--- config.mk ---
export PLATFORM = sky130hd
export DESIGN_NAME = i2c_eeprom_bus_dump_sequencer
export DESIGN_NICKNAME = d
export VERILOG_FILES = /design/src/hw/rtl/i2cdmp_pkg.sv /design/src/hw/rtl/i2cdmp_core.sv /design/src/hw/rtl/i2cdmp_outq.sv /design/src/hw/rtl/i2c_eeprom_bus_dump_sequencer.sv
export SDC_FILE = /design/constraint.sdc
export NUM_CORES = 1
export LEC_CHECK = 0
export ABC_CLOCK_PERIOD_IN_PS = 4400
export BUFFER_PORTS_ARGS = -buffer_cell sky130_fd_sc_hd__buf_2
export CORE_MARGIN = 2
export CORE_UTILIZATION = 50
export DETAILED_ROUTE_END_ITERATION = 16
export PLACE_DENSITY_LB_ADDON = 0.15
export SYNTH_ARGS = -nofsm -noshare
export SYNTH_HDL_FRONTEND = slang
export SYNTH_SLANG_ARGS = --single-unit
--- constraint.sdc ---
create_clock -name i_clk -period 4.4 [get_ports i_clk]
set_input_delay 0.88 -clock i_clk [delete_from_list [all_inputs] [get_ports i_clk]]
set_output_delay 0.88 -clock i_clk [all_outputs]
set_load 0.02 [all_outputs]
--- src/hw/rtl/i2cdmp_pkg.sv ---
// ----------------------------------------------------------------------------
// i2cdmp_pkg
// Shared types and constants for the EEPROM bus dump sequencer.
// ----------------------------------------------------------------------------
package i2cdmp_pkg;

    localparam int DEVICE_COUNT_DEF     = 8;
    localparam int BYTES_PER_DEVICE_DEF = 256;

    localparam int SLOTS  = 4;
    localparam int QDEPTH = 8;
    localparam int QAW    = $clog2(QDEPTH);

    localparam logic [15:0] POLL_LIMIT_RST = 16'd30000;
    localparam logic [7:0]  BASE_ADDR_RST  = 8'hA0;
    localparam logic [7:0]  WORD_ADDR      = 8'h00;

    localparam logic CFG_POLL_LIMIT = 1'b0;
    localparam logic CFG_BASE_ADDR  = 1'b1;

    localparam logic [2:0] RC_OK         = 3'd0;
    localparam logic [2:0] RC_NACK_ADDR  = 3'd1;
    localparam logic [2:0] RC_NACK_WORD  = 3'd2;
    localparam logic [2:0] RC_NACK_RADDR = 3'd3;
    localparam logic [2:0] RC_BUS_ERR    = 3'd4;

    typedef enum logic [2:0] {
        PH_IDLE  = 3'd0,
        PH_ADDR  = 3'd1,
        PH_WORD  = 3'd2,
        PH_RADDR = 3'd3,
        PH_DATA  = 3'd4,
        PH_STOP  = 3'd5
    } t_phase;

    typedef enum logic [2:0] {
        ACT_START    = 3'd0,
        ACT_TX       = 3'd1,
        ACT_PRIME    = 3'd2,
        ACT_LASTRD   = 3'd3,
        ACT_STORE    = 3'd4,
        ACT_STOP     = 3'd5,
        ACT_RESULT   = 3'd6,
        ACT_COMPLETE = 3'd7
    } t_action;

    typedef struct packed {
        t_action    action;
        logic [7:0] tx_byte;
        logic [2:0] device;
        logic [7:0] byte_index;
        logic [7:0] byte_value;
        logic [2:0] result_code;
        logic       last;
    } t_result;

    typedef struct packed {
        logic [2:0]              count;
        t_result [SLOTS-1:0]     item;
    } t_batch;

    function automatic t_result mk_result(t_action a, logic [7:0] tx, logic [2:0] dev,
                                          logic [7:0] bidx, logic [7:0] bval,
                                          logic [2:0] code);
        t_result r;
        r.action      = a;
        r.tx_byte     = tx;
        r.device      = dev;
        r.byte_index  = bidx;
        r.byte_value  = bval;
        r.result_code = code;
        r.last        = 1'b0;
        return r;
    endfunction

endpackage

--- src/hw/rtl/i2cdmp_core.sv ---
// ----------------------------------------------------------------------------
// i2cdmp_core
// Sequencer state, config registers and per-word result batch generation.
// ----------------------------------------------------------------------------
module i2cdmp_core #(
    parameter int DEVICE_COUNT     = i2cdmp_pkg::DEVICE_COUNT_DEF,
    parameter int BYTES_PER_DEVICE = i2cdmp_pkg::BYTES_PER_DEVICE_DEF
) (
    input  logic                i_clk,
    input  logic                i_rst_n,
    input  logic                i_cfg_we,
    input  logic                i_cfg_index,
    input  logic [15:0]         i_cfg_data,
    input  logic                i_fire,
    input  logic                i_kind,
    input  logic                i_done_flag,
    input  logic                i_ack_flag,
    input  logic                i_bus_error_flag,
    input  logic                i_stop_pending,
    input  logic [7:0]          i_read_data,
    output i2cdmp_pkg::t_batch  o_batch
);

    i2cdmp_pkg::t_phase r_phase, n_phase;
    logic [2:0]  r_dev, n_dev;
    logic [7:0]  r_byte, n_byte;
    logic [15:0] r_poll, n_poll;
    logic [2:0]  r_code, n_code;
    logic [15:0] r_poll_limit;
    logic [7:0]  r_base;

    logic [2:0]  cnt;
    logic        timeout;
    logic        bad;
    logic [7:0]  waddr;
    i2cdmp_pkg::t_result [i2cdmp_pkg::SLOTS-1:0] items;

    always_ff @(posedge i_clk) begin
        if (!i_rst_n) begin
            r_poll_limit <= i2cdmp_pkg::POLL_LIMIT_RST;
            r_base       <= i2cdmp_pkg::BASE_ADDR_RST;
        end else if (i_cfg_we) begin
            unique case (i_cfg_index)
                i2cdmp_pkg::CFG_POLL_LIMIT: r_poll_limit <= i_cfg_data;
                i2cdmp_pkg::CFG_BASE_ADDR:  r_base       <= i_cfg_data[7:0];
                default: ;
            endcase
        end
    end

    always_comb begin
        n_phase = r_phase;
        n_dev   = r_dev;
        n_byte  = r_byte;
        n_poll  = r_poll;
        n_code  = r_code;
        cnt     = 3'd0;
        items   = '0;
        timeout = 1'b0;
        bad     = 1'b0;
        waddr   = 8'd0;
        if (i_fire) begin
            if (!i_kind) begin
                if (r_phase == i2cdmp_pkg::PH_IDLE) begin
                    n_dev  = 3'd0;
                    n_byte = 8'd0;
                    n_code = i2cdmp_pkg::RC_OK;
                    waddr  = r_base;
                    items[0] = i2cdmp_pkg::mk_result(i2cdmp_pkg::ACT_START, 8'd0, 3'd0,
                                                     8'd0, 8'd0, 3'd0);
                    items[1] = i2cdmp_pkg::mk_result(i2cdmp_pkg::ACT_TX, waddr, 3'd0,
                                                     8'd0, 8'd0, 3'd0);
                    cnt     = 3'd2;
                    n_phase = i2cdmp_pkg::PH_ADDR;
                    n_poll  = 16'd0;
                end
            end else if (r_phase != i2cdmp_pkg::PH_IDLE) begin
                n_poll  = r_poll + 16'd1;
                timeout = n_poll >= r_poll_limit;
                bad     = !i_ack_flag || i_bus_error_flag;
                if (r_phase == i2cdmp_pkg::PH_STOP) begin
                    if (!i_stop_pending || timeout) begin
                        items[0] = i2cdmp_pkg::mk_result(i2cdmp_pkg::ACT_RESULT, 8'd0, r_dev,
                                                         8'd0, 8'd0, r_code);
                        n_code = i2cdmp_pkg::RC_OK;
                        if (int'(r_dev) >= DEVICE_COUNT - 1) begin
                            items[1] = i2cdmp_pkg::mk_result(i2cdmp_pkg::ACT_COMPLETE, 8'd0,
                                                             3'd0, 8'd0, 8'd0, 3'd0);
                            cnt     = 3'd2;
                            n_dev   = 3'd0;
                            n_phase = i2cdmp_pkg::PH_IDLE;
                            n_poll  = 16'd0;
                        end else begin
                            n_dev = r_dev + 3'd1;
                            waddr = r_base + {4'b0000, n_dev, 1'b0};
                            items[1] = i2cdmp_pkg::mk_result(i2cdmp_pkg::ACT_START, 8'd0,
                                                             n_dev, 8'd0, 8'd0, 3'd0);
                            items[2] = i2cdmp_pkg::mk_result(i2cdmp_pkg::ACT_TX, waddr,
                                                             n_dev, 8'd0, 8'd0, 3'd0);
                            cnt     = 3'd3;
                            n_phase = i2cdmp_pkg::PH_ADDR;
                            n_poll  = 16'd0;
                        end
                    end
                end else if (i_done_flag || i_bus_error_flag || timeout) begin
                    n_poll = 16'd0;
                    waddr  = r_base + {4'b0000, r_dev, 1'b0};
                    unique case (r_phase)
                        i2cdmp_pkg::PH_ADDR: begin
                            if (bad) begin
                                items[0] = i2cdmp_pkg::mk_result(i2cdmp_pkg::ACT_STOP, 8'd0,
                                                                 r_dev, 8'd0, 8'd0, 3'd0);
                                cnt     = 3'd1;
                                n_code  = i2cdmp_pkg::RC_NACK_ADDR;
                                n_phase = i2cdmp_pkg::PH_STOP;
                            end else begin
                                items[0] = i2cdmp_pkg::mk_result(i2cdmp_pkg::ACT_TX,
                                                                 i2cdmp_pkg::WORD_ADDR,
                                                                 r_dev, 8'd0, 8'd0, 3'd0);
                                cnt     = 3'd1;
                                n_phase = i2cdmp_pkg::PH_WORD;
                            end
                        end
                        i2cdmp_pkg::PH_WORD: begin
                            if (bad) begin
                                items[0] = i2cdmp_pkg::mk_result(i2cdmp_pkg::ACT_STOP, 8'd0,
                                                                 r_dev, 8'd0, 8'd0, 3'd0);
                                cnt     = 3'd1;
                                n_code  = i2cdmp_pkg::RC_NACK_WORD;
                                n_phase = i2cdmp_pkg::PH_STOP;
                            end else begin
                                items[0] = i2cdmp_pkg::mk_result(i2cdmp_pkg::ACT_START, 8'd0,
                                                                 r_dev, 8'd0, 8'd0, 3'd0);
                                items[1] = i2cdmp_pkg::mk_result(i2cdmp_pkg::ACT_TX,
                                                                 waddr | 8'h01,
                                                                 r_dev, 8'd0, 8'd0, 3'd0);
                                cnt     = 3'd2;
                                n_phase = i2cdmp_pkg::PH_RADDR;
                            end
                        end
                        i2cdmp_pkg::PH_RADDR: begin
                            if (bad) begin
                                items[0] = i2cdmp_pkg::mk_result(i2cdmp_pkg::ACT_STOP, 8'd0,
                                                                 r_dev, 8'd0, 8'd0, 3'd0);
                                cnt     = 3'd1;
                                n_code  = i2cdmp_pkg::RC_NACK_RADDR;
                                n_phase = i2cdmp_pkg::PH_STOP;
                            end else begin
                                items[0] = i2cdmp_pkg::mk_result(i2cdmp_pkg::ACT_PRIME, 8'd0,
                                                                 r_dev, 8'd0, 8'd0, 3'd0);
                                cnt    = 3'd1;
                                n_byte = 8'd0;
                                if (BYTES_PER_DEVICE <= 1) begin
                                    items[1] = i2cdmp_pkg::mk_result(i2cdmp_pkg::ACT_LASTRD,
                                                                     8'd0, r_dev, 8'd0, 8'd0,
                                                                     3'd0);
                                    cnt = 3'd2;
                                end
                                n_phase = i2cdmp_pkg::PH_DATA;
                            end
                        end
                        i2cdmp_pkg::PH_DATA: begin
                            if (i_bus_error_flag) begin
                                items[0] = i2cdmp_pkg::mk_result(i2cdmp_pkg::ACT_STOP, 8'd0,
                                                                 r_dev, 8'd0, 8'd0, 3'd0);
                                cnt     = 3'd1;
                                n_code  = i2cdmp_pkg::RC_BUS_ERR;
                                n_phase = i2cdmp_pkg::PH_STOP;
                            end else begin
                                items[0] = i2cdmp_pkg::mk_result(i2cdmp_pkg::ACT_STORE, 8'd0,
                                                                 r_dev, r_byte, i_read_data,
                                                                 3'd0);
                                cnt = 3'd1;
                                if (int'(r_byte) + 1 >= BYTES_PER_DEVICE) begin
                                    items[1] = i2cdmp_pkg::mk_result(i2cdmp_pkg::ACT_STOP,
                                                                     8'd0, r_dev, 8'd0, 8'd0,
                                                                     3'd0);
                                    cnt     = 3'd2;
                                    n_code  = i2cdmp_pkg::RC_OK;
                                    n_phase = i2cdmp_pkg::PH_STOP;
                                end else begin
                                    n_byte = r_byte + 8'd1;
                                    if (int'(n_byte) + 1 == BYTES_PER_DEVICE) begin
                                        items[1] = i2cdmp_pkg::mk_result(
                                            i2cdmp_pkg::ACT_LASTRD, 8'd0, r_dev, 8'd0, 8'd0,
                                            3'd0);
                                        cnt = 3'd2;
                                    end
                                end
                            end
                        end
                        default: begin
                            n_phase = i2cdmp_pkg::PH_IDLE;
                        end
                    endcase
                end
            end
        end
        for (int i = 0; i < i2cdmp_pkg::SLOTS; i++) begin
            items[i].last = (3'(i) + 3'd1 == cnt);
        end
        o_batch.count = cnt;
        o_batch.item  = items;
    end

    always_ff @(posedge i_clk) begin
        if (!i_rst_n) begin
            r_phase <= i2cdmp_pkg::PH_IDLE;
            r_dev   <= 3'd0;
            r_byte  <= 8'd0;
            r_poll  <= 16'd0;
            r_code  <= i2cdmp_pkg::RC_OK;
        end else begin
            r_phase <= n_phase;
            r_dev   <= n_dev;
            r_byte  <= n_byte;
            r_poll  <= n_poll;
            r_code  <= n_code;
        end
    end

endmodule

--- src/hw/rtl/i2cdmp_outq.sv ---
// ----------------------------------------------------------------------------
// i2cdmp_outq
// Result queue: takes a batch of up to four words per cycle, hands out one while i_ready is high.
// ----------------------------------------------------------------------------
module i2cdmp_outq (
    input  logic                 i_clk,
    input  logic                 i_rst_n,
    input  i2cdmp_pkg::t_batch   i_batch,
    output logic                 o_room,
    output logic                 o_valid,
    input  logic                 i_ready,
    output i2cdmp_pkg::t_result  o_head
);

    i2cdmp_pkg::t_result r_mem [i2cdmp_pkg::QDEPTH];
    logic [i2cdmp_pkg::QAW-1:0] r_rd, n_rd;
    logic [i2cdmp_pkg::QAW-1:0] r_wr, n_wr;
    logic [i2cdmp_pkg::QAW:0]   r_cnt, n_cnt;
    logic                       deq;

    assign o_valid = (r_cnt != '0);
    assign o_room  = (int'(r_cnt) <= i2cdmp_pkg::QDEPTH - i2cdmp_pkg::SLOTS);
    assign o_head  = r_mem[r_rd];
    assign deq     = o_valid && i_ready;

    always_comb begin
        n_rd  = r_rd + (i2cdmp_pkg::QAW)'(deq);
        n_wr  = r_wr + (i2cdmp_pkg::QAW)'(i_batch.count);
        n_cnt = r_cnt + (i2cdmp_pkg::QAW + 1)'(i_batch.count)
                - (i2cdmp_pkg::QAW + 1)'(deq);
    end

    always_ff @(posedge i_clk) begin
        for (int i = 0; i < i2cdmp_pkg::SLOTS; i++) begin
            if (3'(i) < i_batch.count) begin
                r_mem[r_wr + (i2cdmp_pkg::QAW)'(i)] <= i_batch.item[i];
            end
        end
    end

    always_ff @(posedge i_clk) begin
        if (!i_rst_n) begin
            r_rd  <= '0;
            r_wr  <= '0;
            r_cnt <= '0;
        end else begin
            r_rd  <= n_rd;
            r_wr  <= n_wr;
            r_cnt <= n_cnt;
        end
    end

endmodule

--- src/hw/rtl/i2c_eeprom_bus_dump_sequencer.sv ---
// ----------------------------------------------------------------------------
// i2c_eeprom_bus_dump_sequencer
// Drives a byte-level I2C master through a random read of each EEPROM.
//
// Channel  Dir  Handshake                  Payload
// in       in   i_in_valid / o_in_ready    kind, flags, read_data
// out      out  o_out_valid / i_out_ready  action, tx_byte, device, index, value, code, last
// cfg      in   i_cfg_we                   i_cfg_index, i_cfg_data
//
// One word is taken per cycle; its state update and up to three result words
// are produced in the same cycle and written into an eight-entry result queue.
// The queue drains one result per cycle while i_out_ready is high; o_in_ready drops
// with fewer than four entries free. Synchronous active-low reset clears state and queue.
// ----------------------------------------------------------------------------
module i2c_eeprom_bus_dump_sequencer #(
    parameter int DEVICE_COUNT     = i2cdmp_pkg::DEVICE_COUNT_DEF,
    parameter int BYTES_PER_DEVICE = i2cdmp_pkg::BYTES_PER_DEVICE_DEF
) (
    input  logic        i_clk,
    input  logic        i_rst_n,
    input  logic        i_cfg_we,
    input  logic        i_cfg_index,
    input  logic [15:0] i_cfg_data,
    input  logic        i_in_valid,
    output logic        o_in_ready,
    input  logic        i_kind,
    input  logic        i_done_flag,
    input  logic        i_ack_flag,
    input  logic        i_bus_error_flag,
    input  logic        i_stop_pending,
    input  logic [7:0]  i_read_data,
    output logic        o_out_valid,
    input  logic        i_out_ready,
    output logic [2:0]  o_action,
    output logic [7:0]  o_tx_byte,
    output logic [2:0]  o_device,
    output logic [7:0]  o_byte_index,
    output logic [7:0]  o_byte_value,
    output logic [2:0]  o_result_code,
    output logic        o_last
);

    i2cdmp_pkg::t_batch  batch;
    i2cdmp_pkg::t_result head;
    logic                room;

    assign o_in_ready = room;

    i2cdmp_core #(
        .DEVICE_COUNT     (DEVICE_COUNT),
        .BYTES_PER_DEVICE (BYTES_PER_DEVICE)
    ) u_core (
        .i_clk            (i_clk),
        .i_rst_n          (i_rst_n),
        .i_cfg_we         (i_cfg_we),
        .i_cfg_index      (i_cfg_index),
        .i_cfg_data       (i_cfg_data),
        .i_fire           (i_in_valid && room),
        .i_kind           (i_kind),
        .i_done_flag      (i_done_flag),
        .i_ack_flag       (i_ack_flag),
        .i_bus_error_flag (i_bus_error_flag),
        .i_stop_pending   (i_stop_pending),
        .i_read_data      (i_read_data),
        .o_batch          (batch)
    );

    i2cdmp_outq u_outq (
        .i_clk   (i_clk),
        .i_rst_n (i_rst_n),
        .i_batch (batch),
        .o_room  (room),
        .o_valid (o_out_valid),
        .i_ready (i_out_ready),
        .o_head  (head)
    );

    assign o_action      = head.action;
    assign o_tx_byte     = head.tx_byte;
    assign o_device      = head.device;
    assign o_byte_index  = head.byte_index;
    assign o_byte_value  = head.byte_value;
    assign o_result_code = head.result_code;
    assign o_last        = head.last;

endmodule
==> results.toml <==
[cts]
clk_latency_ps = 540
cts_hold_buf = 0
cts-root-buf = "clkbuf_16"
cts_buffers = 38
cts_tree = "done"
clk_pin_slew_ps = 60
clockBufferDepth = 3
post_cts_buffers = 0
cts_resized = 0
cts_sinks = 339
htreeDepth = 2

[power]
power.leakage_nw = 7.33
power.total_mw = 8.26
power_density_nw_per_um2 = 412
ir_worst_vdd_mv = 0.263

[global_routing]
antenna_found_initial = 0
grt_pass1_wl_um = 80300
grt_overflow = 0
gr-max-usage-layer = "met2"
grt_start_max_net_pins = 45
grt_use_total_pct = 27.4
use_met1_pct = 38.2
grt_util_met3_pct = 4.60
use_met2_pct = 43.9
grt_pass1_vias = 13752

[yosys]
synth_flop_cell = "dfxtp_1"
ys_seq_elements = 339
synth_area_leaders = "dfxtp_1 (26%), edfxtp_1 (17%), mux4_2 (8.6%)"
synth_edf_count = 104
syn_avg_cell_area_um2 = 10.1
synthTopCellsByCount = "nand2_1 (257), dfxtp_1 (235), nor2_1 (155), a21oi_1 (108), mux2i_1 (108)"
ys_types = 79
synth.most_common_cell = "nand2_1"
ys_async_sr_fraction_pct = 0
ys_seq_area_share_pct = 43.7
synthCells = 1781
netlist_area_um2 = 17900
synth_top_area_cell = "dfxtp_1"
synth_nets = 1861
yosys_warnings = 0
synth.top_cell.area_share_pct = 26.3

[placement]
port_buffers = 70
dp_hpwl_um = 34300
gp_congestion = 0.903
placed_cells = 2253
place_area_um2 = 18800

[finish]
drive_gt1_share_pct = 20.9
syn_to_final_growth_pct = 12.0
n_antenna_cell = 0
final_area_um2 = 20000
final_nets = 1912
instances_no_fill = 2318

[timing]
max_freq_mhz = 242
setup_tns_ps = 0
setup_viol = 0
post-route-min-period_ps = 4140
hold_violations = 0
clock_skew_ps = 15.7
worstMarginPinSlew_ps = 895
slew_violations = 0
period_share_pct = 94.1
slew_headroom_pct = 39.9

[min_path]
min_to = "u_outq.r_mem[1][15]"
min_path_type = "reg2reg"
min_from = "u_outq.r_mem[1][15]"
hold_path_depth = 2

[setup_path]
crit_arrival_ps = 4390
critPathLaunchType = "flip-flop"
cp-end-kind = "flip-flop"
cp_max_fo = 8
rrSetupSlack_ps = 260
path_class = "reg2reg"
cp.required_ps = 4650
reg2regPathDepth = 17
worstReg2RegEnd = "u_outq.r_mem[5][20]"
rr_startpoint = "u_core.r_poll[2]"

[routing]
drt_iter0_markers = 1226
vias = 14089
post_drt_wl_per_cell_um = 22.6
via_per_inst = 6.08
drc = 0
ant_nets = 0
firstDrtPassIters = 5
wl_um = 52300

[floorplan]
coreArea_um2 = 35400
design.portCount = 71
start_util_pct = 50.6
dieWidth_um = 193
fp-row-count = 69
fp.dieH_um = 193
die_area_um2 = 37300

[job]
cap_violations = 0

[run_status]
status = "finished clean"
-- per-stage QoR --
| step | setup WS [ps] | hold WS [ps] | utilization [%] |
|---|---|---|---|
| 2_1_floorplan | 13.2 | 426 | - |
| 3_3_place_gp | 180 | 435 | 53.1 |
| 3_5_place_dp | 59.5 | 446 | 53.1 |
| 4_1_cts | 11.3 | 454 | 56.5 |
| 5_1_grt | -6.72 | 465 | 56.6 |
| 6_report | 261 | 453 | 56.6 |
-- cells in the final DEF (no fill, tap or decap), types with 40 or more instances in the layout --
cell type	synthesis	routed
ha_1	41	41
nand3_1	44	44
buf_4	5	70
nand2_1	257	257
nor2_1	155	153
mux2i_1	108	108
o22ai_1	80	80
mux4_2	68	68
buf_2	39	70
inv_1	42	42
dfxtp_1	235	229
edfxtp_1	104	104
a21oi_1	108	107
clkbuf_16	0	40
-- kinds of logic (layout without fill, tap and decap cells) --
| group | Yosys count | after routing | share of synthesized area (%) |
|---|---|---|---|
| compound gates | 371 | 371 | 14.7 |
| xor+xnor | 25 | 25 | 1.22 |
| buf+inv | 179 | 255 | 4.88 |
| flops | 339 | 339 | 43.7 |
| fa+ha+maj | 45 | 45 | 3.31 |
| simple gates | 611 | 611 | 15.4 |
| mux | 211 | 211 | 16.8 |
-- routing by layer --
layer	part of all wire (%)	wire length [um]
met1	43	22700
met2	46	24300
met3	7.7	4020
met4	2.5	1310
met5	0	0
-- registers in the layout (all words and copies together) (netlist names) --
name	cells
u_core.r_dev	3
u_outq.r_mem	272
u_outq.r_wr	3
u_core.r_poll	16
u_outq.r_cnt	4
u_core.r_code	3
u_core.r_byte	8
u_core.r_poll_limit	16
u_core.r_phase	3
u_outq.r_rd	3
u_core.r_base	8
-- worst max-delay path, cell delays in order, from the launching register on --
cell and delay [ps]:
dfxtp_2 360, nand3_1 100, or3_4 420, nor2_4 130, and3_1 200, nand3_1 140, xnor2_2 210, ha_1 290
a211oi_2 270, o21ai_1 130, nor3_2 140, a21oi_2 110, buf_4 200, nand2_1 140, buf_4 190, nor2_1 70
a21oi_1 520, o221ai_1 240
-- worst max-delay path by stage --
stage,from,endpoint
after detailed placement,u_core.r_poll[0],u_outq.r_cnt[3]
after global placement,u_core.r_poll[2],u_outq.r_mem[3][29]
after CTS,u_core.r_poll[2],u_outq.r_cnt[3]
after global routing,u_core.r_poll[1],u_outq.r_mem[4][1]
final,u_core.r_poll[2],u_outq.r_mem[5][20]
after floorplan,u_core.r_poll[2],u_outq.r_cnt[3]
-- power by group --
part           switching, mW  internal, mW  leakage, nW
combinational          0.913         0.718         3.75
sequential             0.191          3.34         2.99
clock                   1.28          1.83        0.588
total                   2.38          5.88         7.33
-- layout make-up --
class | count | area (um2)
multi-input cells | 1263 | 9270
well taps | 461 | 577
clock buffers | 51 | 1070
clock inverters | 14 | 131
flip-flops and latches | 339 | 7840
fillers | 3142 | 15300
inverters | 43 | 161
repair buffers | 147 | 998
Note: power is estimated with default switching activity, not from simulation.
